`src/rtl/core/lpsd_pkg.sv`:
```
// Package for the lift position sensor decoder.
// Holds the slot type, reset constants, pin bit positions and the volts conversion.
// Depends on nothing; imported by lift_position_sensor_decoder_unit.
`default_nettype none

package lpsd_pkg;

    localparam int SAMPLE_W    = 23;
    localparam int VOLTS_W     = 3;
    localparam int LIMIT_W     = 8;
    localparam int QUIET_W     = 8;
    localparam int INDEX_W     = 3;
    localparam int SLOT_COUNT  = 4;
    localparam int PIN_COUNT   = 5;
    localparam int VOLT_SCALE  = 1000000;
    localparam int VOLTS_MAX   = 7;

    localparam logic [LIMIT_W-1:0] QUIET_RESET = 8'd15;
    localparam logic [QUIET_W-1:0] QUIET_MAX   = 8'd255;
    localparam logic [INDEX_W-1:0] INDEX_LAST  = 3'd2;
    localparam logic [INDEX_W-1:0] INDEX_FULL  = 3'd3;

    typedef logic signed [3:0] slot_t;

    localparam slot_t SLOT_EMPTY = -4'sd1;

    localparam int PIN_UP    = 0;
    localparam int PIN_DOWN  = 1;
    localparam int PIN_BELOW = 2;
    localparam int PIN_LEVEL = 3;
    localparam int PIN_ABOVE = 4;

    // Whole volts, truncated and saturated at seven, from seven independent threshold compares.
    function automatic logic [VOLTS_W-1:0] volts_of(input logic [SAMPLE_W-1:0] sample);
        logic [VOLTS_W-1:0] v;
        v = '0;
        for (int k = 1; k <= VOLTS_MAX; k++)
        begin
            if ({9'd0, sample} >= 32'(k * VOLT_SCALE))
            begin
                v = VOLTS_W'(k);
            end
        end
        return v;
    endfunction

endpackage

`default_nettype wire

```
`src/rtl/core/lift_position_sensor_decoder_unit.sv`:
```
// Lift position sensor decoder: converts samples to volts, keeps the reading record and pins.
// Depends on lpsd_pkg for types, constants and the volts conversion.
//
// Channel   Dir  Accept                      Contents
// s_axis    in   s_axis_tvalid & tready      sample_microvolts
// m_axis    out  m_axis_tvalid & tready      lamps and pin levels
// cfg       in   cfg_wr_en                   quiet_tick_limit
//
// A word is registered in the input register (converted to volts there) and passes
// through the update logic before it reaches the result register. One word per cycle
// is sustained while the result register is not stalled. The record update sits in that
// single update stage. A stalled result register holds the update stage; the input
// register takes one more word only while empty. Reset clears the record to empty slots.
`default_nettype none

module lift_position_sensor_decoder_unit
    import lpsd_pkg::*;
(
    input  wire logic        clk,
    input  wire logic        rst_n,
    input  wire logic        s_axis_tvalid,
    output logic             s_axis_tready,
    input  wire logic [23:0] s_axis_tdata,  // [22:0] sample_microvolts, [23] zero
    output logic             m_axis_tvalid,
    input  wire logic        m_axis_tready,
    output logic [7:0]       m_axis_tdata,  // [0] green_lamp, [1] red_lamp, [2] up_pin,
                                            // [3] down_pin, [4] below_pin, [5] level_pin,
                                            // [6] above_pin, [7] zero
    input  wire logic        cfg_wr_en,
    input  wire logic [7:0]  cfg_wr_data
);

    logic                 in_valid_reg;
    logic [VOLTS_W-1:0]   volts_reg;
    logic                 out_valid_reg;
    logic [7:0]           out_data_reg;
    logic [7:0]           out_data_next;
    logic [LIMIT_W-1:0]   limit_reg;

    slot_t                slots_reg [SLOT_COUNT];
    slot_t                slots_next [SLOT_COUNT];
    logic [INDEX_W-1:0]   widx_reg;
    logic [INDEX_W-1:0]   widx_next;
    logic [INDEX_W-1:0]   widx_eff;
    logic [QUIET_W-1:0]   quiet_reg;
    logic [QUIET_W-1:0]   quiet_next;
    logic                 stop_reg;
    logic                 stop_next;
    logic [PIN_COUNT-1:0] pins_reg;
    logic [PIN_COUNT-1:0] pins_next;

    logic                 fire;
    logic                 store;
    logic                 expired;
    logic                 has_positive;
    logic                 green;
    logic                 red;
    slot_t                volts_slot;

    assign fire          = in_valid_reg && (!out_valid_reg || m_axis_tready);
    assign s_axis_tready = !in_valid_reg || fire;
    assign m_axis_tvalid = out_valid_reg;
    assign m_axis_tdata  = out_data_reg;
    assign volts_slot    = slot_t'({1'b0, volts_reg});

    always_comb
    begin
        has_positive = 1'b0;
        for (int i = 0; i < SLOT_COUNT; i++)
        begin
            if (slots_reg[i] > 4'sd0)
            begin
                has_positive = 1'b1;
            end
        end
    end

    always_comb
    begin
        slots_next = slots_reg;
        widx_next  = widx_reg;
        quiet_next = quiet_reg;
        stop_next  = stop_reg;
        pins_next  = pins_reg;
        green      = 1'b0;
        red        = 1'b0;
        store      = (volts_reg != '0) || (widx_reg > INDEX_LAST);
        expired    = quiet_reg > limit_reg;
        widx_eff   = (widx_reg > INDEX_FULL) ? '0 : widx_reg;

        if (fire)
        begin
            if (store)
            begin
                green                  = (widx_reg <= INDEX_LAST);
                quiet_next             = '0;
                slots_next[widx_eff[1:0]] = volts_slot;
                widx_next              = widx_eff + 3'd1;
            end
            else
            begin
                if (quiet_reg != QUIET_MAX)
                begin
                    quiet_next = quiet_reg + 8'd1;
                end
                if (expired && has_positive)
                begin
                    red        = 1'b1;
                    pins_next  = '0;
                    quiet_next = '0;
                    stop_next  = 1'b0;
                    widx_next  = '0;
                    for (int i = 0; i < SLOT_COUNT; i++)
                    begin
                        slots_next[i] = SLOT_EMPTY;
                    end
                end
            end

            if (slots_next[3] == 4'sd0)
            begin
                if (slots_next[0] == 4'sd1 && slots_next[2] == 4'sd3)
                begin
                    pins_next[PIN_UP] = 1'b1;
                end
                else if (slots_next[0] == 4'sd3 && slots_next[2] == 4'sd1)
                begin
                    pins_next[PIN_DOWN] = 1'b1;
                end
            end
            else if (slots_next[3] > 4'sd0 && !stop_next)
            begin
                stop_next = 1'b1;
                case (slots_next[3])
                    4'sd1:   pins_next[PIN_BELOW] = 1'b1;
                    4'sd2:   pins_next[PIN_LEVEL] = 1'b1;
                    4'sd3:   pins_next[PIN_ABOVE] = 1'b1;
                    default: ;
                endcase
            end
        end

        out_data_next = {1'b0, pins_next[PIN_ABOVE], pins_next[PIN_LEVEL],
                         pins_next[PIN_BELOW], pins_next[PIN_DOWN], pins_next[PIN_UP],
                         red, green};
    end

    always_ff @(posedge clk or negedge rst_n)
    begin
        if (!rst_n)
        begin
            in_valid_reg  <= 1'b0;
            out_valid_reg <= 1'b0;
            limit_reg     <= QUIET_RESET;
            widx_reg      <= '0;
            quiet_reg     <= '0;
            stop_reg      <= 1'b0;
            pins_reg      <= '0;
            for (int i = 0; i < SLOT_COUNT; i++)
            begin
                slots_reg[i] <= SLOT_EMPTY;
            end
        end
        else
        begin
            if (s_axis_tready)
            begin
                in_valid_reg <= s_axis_tvalid;
            end
            if (fire)
            begin
                out_valid_reg <= 1'b1;
            end
            else if (m_axis_tready)
            begin
                out_valid_reg <= 1'b0;
            end
            if (cfg_wr_en)
            begin
                limit_reg <= cfg_wr_data;
            end
            slots_reg <= slots_next;
            widx_reg  <= widx_next;
            quiet_reg <= quiet_next;
            stop_reg  <= stop_next;
            pins_reg  <= pins_next;
        end
    end

    always_ff @(posedge clk)
    begin
        if (s_axis_tready && s_axis_tvalid)
        begin
            volts_reg <= volts_of(s_axis_tdata[SAMPLE_W-1:0]);
        end
        if (fire)
        begin
            out_data_reg <= out_data_next;
        end
    end

endmodule

`default_nettype wire
```
`config.mk`:
```
export PLATFORM = sky130hd
export DESIGN_NAME = lift_position_sensor_decoder_unit
export DESIGN_NICKNAME = d
export VERILOG_FILES = /design/src/rtl/core/lpsd_pkg.sv /design/src/rtl/core/lift_position_sensor_decoder_unit.sv
export SDC_FILE = /design/constraint.sdc
export NUM_CORES = 1
export LEC_CHECK = 0
export BUFFER_PORTS_ARGS = -buffer_cell sky130_fd_sc_hd__buf_4
export CAP_MARGIN = 20
export CORE_ASPECT_RATIO = 0.6
export CORE_MARGIN = 2
export CORE_UTILIZATION = 50
export CTS_CLUSTER_DIAMETER = 60
export DETAILED_ROUTE_END_ITERATION = 16
export HOLD_SLACK_MARGIN = 0.05
export PLACE_DENSITY = 0.71
export RECOVER_POWER = 25
export SLEW_MARGIN = 20
export SYNTH_ARGS = -nofsm -noshare
export SYNTH_HDL_FRONTEND = slang
export SYNTH_SLANG_ARGS = --single-unit
```
`constraint.sdc`:
```
create_clock -name clk -period 2.7 [get_ports clk]
set_input_delay 0.27 -clock clk [delete_from_list [all_inputs] [get_ports clk]]
set_output_delay 0.27 -clock clk [all_outputs]
set_load 0.005 [all_outputs]
```
# Word-level counts from Yosys, hierarchy flattened
# Cells that the tools add are included.
[op_classes] n_addsub=2 order_cmp=18 n_eq_ne=9 n_mux=42 bitwise_logic=1 n_reduce_logical=23
[ops] operator="$ge A23 B23 Y1 const B" count=3
[ops] operator="$mux W16" count=3
[ops] operator="$ge A23 B22 Y1 const B" count=2
[ops] operator="$mux W8" count=3
[ops] operator="$ge A23 B20 Y1 const B" count=1
[ops] operator="$ge A23 B21 Y1 const B" count=1
[ops] operator="$mux W3" count=7
[ops] operator="$gt A4 B1 Y1 const B" count=5
[ops] operator="$mux W1" count=20
[ops] operator="$bwmux W16" count=1
[ops] operator="$eq A4 B2 Y1 const B" count=4
[ops] operator="$mux W5" count=3
[ops] operator="$add A8 B1 Y8 const B" count=1
[ops] operator="$demux W4 S2" count=1
[ops] operator="$eq A4 B3 Y1 const B" count=2
[ops] operator="$gt A8 B8 Y1" count=1
[ops] operator="$ne A8 B8 Y1 const B" count=1
[ops] operator="$logic_and A1 B1 Y1" count=7
[ops] operator="$gt A3 B2 Y1 const B" count=2
[ops] operator="$mux W2" count=3
[ops] operator="$reduce_and A2 Y1" count=3
[ops] operator="$reduce_bool A3 Y1" count=2
[ops] operator="$eq A4 B1 Y1 const B" count=1
[ops] operator="$logic_not A4 Y1" count=1
[ops] operator="other kinds (12)" count=17
[word_totals] ff_bits=53 in_bits=37 out_inout_bits=10 wordCells=112

# Depth between registers and ports, before layout
[depth] word_depth=16 depth_mapped=10

# Worst setup path after synthesis
# No wires, ideal clock.
[synth_timing] path_kind="reg-to-reg" start="reg limit_reg[1]" end="reg widx_reg[1]" arrival_time_ns=1.994 t_required_ns=2.575 setup_slack_ns=0.581 path_stages_with_launch=10 period_less_slack_ns=2.119 path_cell_list="dfstp_2 inv_1 ha_1 nor2b_1 o211ai_1 a21oi_1 o21ai_1 a21oi_2 buf_2 o22ai_1"
[synth_via] elab_chain_cells=4
[synth_lines] item="start, declared" line_no="lift_position_sensor_decoder_unit.sv:38" rtl="logic [LIMIT_W-1:0] limit_reg;"
[synth_lines] item="start signal, assigned" line_no="lift_position_sensor_decoder_unit.sv:180" rtl="limit_reg <= cfg_wr_data;"
[synth_lines] item="$gt A8 B8 Y1" line_no="lift_position_sensor_decoder_unit.sv:88" rtl="expired = quiet_reg > limit_reg;"
[synth_lines] item="$logic_and A1 B1 Y1" line_no="lift_position_sensor_decoder_unit.sv:106" rtl="if (expired && has_positive)"
[synth_lines] item="$reduce_bool A2 Y1 (no source line)"
[synth_lines] item="$reduce_and A2 Y1 (no source line)"
[synth_lines] item="end signal, assigned" line_no="lift_position_sensor_decoder_unit.sv:183" rtl="widx_reg <= widx_next;"
[synth_lines] item="end, declared" line_no="lift_position_sensor_decoder_unit.sv:42" rtl="logic [INDEX_W-1:0] widx_reg;"
# No other way between the ends.
# A chain may end at the register's enable or synchronous reset.

# Final worst setup path
[layout_timing] start="reg widx_reg[1]" end="reg out_data_reg[2], in the netlist m_axis_tdata[2] (data pin)"
[layout_via] elab_chain_cells=15
[layout_lines] item="$gt A3 B2 Y1" line_no="lift_position_sensor_decoder_unit.sv:89" rtl="widx_eff = (widx_reg > INDEX_FULL) ? '0 : widx_reg;"
[layout_lines] item="$mux W3" line_no="lift_position_sensor_decoder_unit.sv:89"
[layout_lines] item="$not A2 Y3 (not written as such)" line_no="lift_position_sensor_decoder_unit.sv:97" rtl="slots_next[widx_eff[1:0]] = volts_slot;"
[layout_lines] item="$ge A3 B3 Y1 (not written as such) or $lt A3 B1 Y1 (tied branches)" line_no="lift_position_sensor_decoder_unit.sv:97"
[layout_lines] item="$logic_and A1 B1 Y1 (not written as such)" line_no="lift_position_sensor_decoder_unit.sv:97"
[layout_lines] item="$mux W4 (not written as such)" line_no="lift_position_sensor_decoder_unit.sv:97"
[layout_lines] item="$demux W4 S2" line_no="lift_position_sensor_decoder_unit.sv:97"
[layout_lines] item="$bwmux W16" line_no="lift_position_sensor_decoder_unit.sv:97"
[layout_lines] item="$mux W16" line_no="lift_position_sensor_decoder_unit.sv:93" rtl="if (store)"
[layout_lines] item="$mux W16" line_no="lift_position_sensor_decoder_unit.sv:91" rtl="if (fire)"
[layout_lines] item="$eq A4 B2 Y1 or $eq A4 B3 Y1 (tied branches)" line_no="lift_position_sensor_decoder_unit.sv:122" rtl="if (slots_next[0] == 4'sd1 && slots_next[2] == 4'sd3)"
[layout_lines] item="$logic_and A1 B1 Y1" line_no="lift_position_sensor_decoder_unit.sv:122"
[layout_lines] item="$mux W1" line_no="lift_position_sensor_decoder_unit.sv:122"
[layout_lines] item="$mux W2 (*)" line_no="lift_position_sensor_decoder_unit.sv:120" rtl="if (slots_next[3] == 4'sd0)"
[layout_lines] item="$mux W5 (*)" line_no="lift_position_sensor_decoder_unit.sv:91"
[layout_lines] item="net pins_next[0]" line_no="lift_position_sensor_decoder_unit.sv:50" rtl="logic [PIN_COUNT-1:0] pins_next;"
[layout_lines] item="end signal, assigned" line_no="lift_position_sensor_decoder_unit.sv:198" rtl="out_data_reg <= out_data_next;"
[layout_lines] item="end, declared" line_no="lift_position_sensor_decoder_unit.sv:36" rtl="logic [7:0] out_data_reg;"
# Mark *: on every way through the listed nets, which the timed path passes. The rest lies on a longest branch. The select of a mux whose other input is x is not followed.

==> flow_summary.json <==
{
  "clkPwrFrac": 0.207,
  "syn2layout_area_growth_pct": 16.4,
  "cp.arrival_ns": 2.55,
  "multi_input_area_um2": 1540,
  "layout.area.seq_um2": 1400,
  "ys_seq_elements": 53,
  "vias": 2711,
  "die_width_um": 106,
  "die_area_um2": 6860,
  "drtIter0Drc": 178,
  "htree_levels": 2,
  "timing.final.crit_share": 0.886,
  "viasPerCell": 5.87,
  "critical_path.cell_chain": "inv_1 > nor2_1 > inv_1 > ha_1 > o21ai_1 > mux2i_1 > nor3b_1 > a41oi_1 > o21ai_1",
  "max_cap_viol_count": 0,
  "cts_resized": 0,
  "drc_errors": 0,
  "synth_edf_count": 10,
  "portBuffers": 44,
  "worstPathMaxFanout": 7,
  "layout_commonest_cell": "buf_4",
  "min_path_type": "in2reg",
  "cts-root-buf": "clkbuf_8",
  "hpwl_um": 5360,
  "syn_inst": 335,
  "dr.pass1.iters": 4,
  "worstSkewPairLatency_ns": 0.30,
  "critPathCaptureType": "register",
  "core_region_area_um2": 6060,
  "p_comb_frac": 0.344,
  "crit_type": "reg2reg",
  "tns_ns": 0,
  "finalCriticalPeriod_ns": 2.39,
  "worstMarginPinSlew_ns": 1.10,
  "initial_utilization": 0.512,
  "yosysWarnings": 0,
  "syn-cell-area_um2": 3100,
  "seqPwrFrac": 0.449,
  "ys_types": 64,
  "cts_buffer_depth": 2,
  "final-max-slew-violation-count": 0,
  "grt_antenna_before_repair": 0,
  "layout-drive-gt1-share": 0.235,
  "slowest_delay_ns": 0.46,
  "reg2reg_slack_ns": 0.31,
  "postRouteWirelength_um": 7230,
  "grt_pass1_wl_um": 12000,
  "fmax_mhz": 418,
  "ios": 47,
  "synthFlopType": "dfrtp_1",
  "worstPathRequired_ns": 2.85,
  "largest_reg_flops": 16,
  "final-setup-viol-count": 0,
  "grt_max_degree": 44,
  "placementRows": 22,
  "numCtsBuffers": 5,
  "ant_nets": 0,
  "wl_per_cell_um": 15.7,
  "nFillCells": 562,
  "status": "completed",
  "power_density_nw_per_um2": 718,
  "seq_area_frac_synth": 0.452,
  "grt-ovfl-total": 0,
  "power_switching_mw": 0.893,
  "most-common-layout-cells": "buf_4, nor2_1, nand2_1",
  "dieHeight_um": 65.0,
  "intPower_mw": 1.70,
  "slew_headroom": 0.269,
  "synth_nets": 385,
  "skew_ns": 0.00933,
  "vdd_drop_max_uv": 335,
  "power.leakage_nw": 1.53,
  "grt_pass1_vias": 2429,
  "place.gp.congestion": 0.901,
  "setup.worst_path.start_class": "register",
  "power_switching_share": 0.345,
  "hold_viol": 0,
  "grtUsageTotal": 0.223,
  "syn_avg_cell_area_um2": 9.25,
  "cts.sinks": 53,
  "cts_tree": "done",
  "path_clk_slew_ns": 0.10,
  "synthArstFlopShare": 0.811,
  "rsz0062_at_grt": "false",
  "nets": 427,
  "critPathSlowestCell": "mux2i_1",
  "finalPower_mw": 2.59,
  "antenna_cells": 0
}
-- area by class of cell --
type,instances,area share
Timing Repair Buffer,51,0.106
Sequential cell,53,0.388
Clock buffer,6,0.0201
Multi-Input combinational cell,248,0.428
Clock inverter,2,0.00937
Tap cell,84,0.0291
Inverter,18,0.0187
-- critical path, delay by kind of cell (launching register included) --
family                   cells  cell delay (ns)
AO/OA/AOI/OAI                3             0.48
multiplexers                 1             0.46
AND/OR/NAND/NOR              2             0.44
flip-flops                   1             0.39
adder cells (fa/ha/maj)      1             0.30
buffers and inverters        2             0.19
-- layer usage --
| metal | global-route usage | wire (um) | vias up |
|---|---|---|---|
| met4 | 0.0395 | 42 | 0 |
| met3 | 0.0624 | 645 | 8 |
| met2 | 0.324 | 2920 | 128 |
| li1 | - | - | 1305 |
| met1 | 0.334 | 3630 | 1270 |
| met5 | 0 | 0 | - |
-- power groups by stage --
| stage | clock (mW) | sequential [mW] | combinational, mW |
|---|---|---|---|
| 3_5_place_dp | 0 | 1.17 | 0.875 |
| 3_3_place_gp | 0 | 1.16 | 0.850 |
| 4_1_cts | 0.542 | 1.16 | 0.882 |
| 6_report | 0.537 | 1.16 | 0.892 |
| 5_1_grt | 0.573 | 1.18 | 0.989 |
| 2_1_floorplan | 0 | 1.13 | 0.619 |
-- cell usage after synthesis, types with 4 or more instances --
| library cell | instances | area (um^2) |
|---|---|---|
| nor2_1 | 39 | 146 |
| nand2_1 | 32 | 120 |
| dfrtp_1 | 23 | 576 |
| o21ai_0 | 21 | 105 |
| dfstp_2 | 20 | 526 |
| a21oi_1 | 19 | 95.1 |
| inv_1 | 18 | 67.6 |
| ha_1 | 13 | 163 |
| nor3_1 | 12 | 60.1 |
| o22ai_1 | 12 | 75.1 |
| edfxtp_1 | 10 | 300 |
| clkbuf_1 | 9 | 33.8 |
| nand3_1 | 8 | 40.0 |
| nand4_1 | 7 | 43.8 |
| a2bb2oi_1 | 6 | 52.6 |
| a31oi_1 | 5 | 31.3 |
| nand2b_1 | 4 | 25.0 |
| o21a_1 | 4 | 30.0 |
| o21ai_1 | 4 | 20.0 |
| o31ai_1 | 4 | 30.0 |
-- repair_timing --
item                      in CTS  in global routing
hold endpoints to repair      23                  0
hold buffers                   1                  0
buffers inserted               0                  0
-- per-stage QoR --
| stage | util | hold slack (ns) | instance area [um^2] | worst slack (ns) | instances |
|---|---|---|---|---|---|
| global route | 0.596 | 0.178 | 3610 | 0.159 | 462 |
| detailed placement | 0.577 | 0.293 | 3490 | 0.323 | 453 |
| global placement | 0.577 | 0.289 | 3490 | 0.368 | 453 |
| finish | 0.596 | 0.167 | 3610 | 0.307 | 462 |
| floorplan | - | -0.0256 | 3100 | 0.581 | 335 |
| CTS | 0.596 | 0.167 | 3610 | 0.318 | 462 |
-- worst paths after layout --
path                                start               to  cells past startpoint
max                           widx_reg[1]  m_axis_tdata[2]                      9
min                        cfg_wr_data[3]     limit_reg[3]                      3
max reg2reg                   widx_reg[1]  m_axis_tdata[2]                      9
min reg2reg                  slots_reg[6]     slots_reg[6]                      2
max in group asynchronous           rst_n     in_valid_reg                      2
min in group asynchronous           rst_n     limit_reg[5]                      2
-- cells by family after synthesis --
group,after synthesis,synth area share
other,1,0.00121
buffers and inverters,34,0.0493
AO/OA/AOI/OAI,103,0.229
XOR/XNOR,6,0.0170
AND/OR/NAND/NOR,122,0.189
flip-flops,53,0.452
adder cells (fa/ha/maj),13,0.0525
multiplexers,3,0.0101
Note: power is estimated with default switching activity, not from simulation.
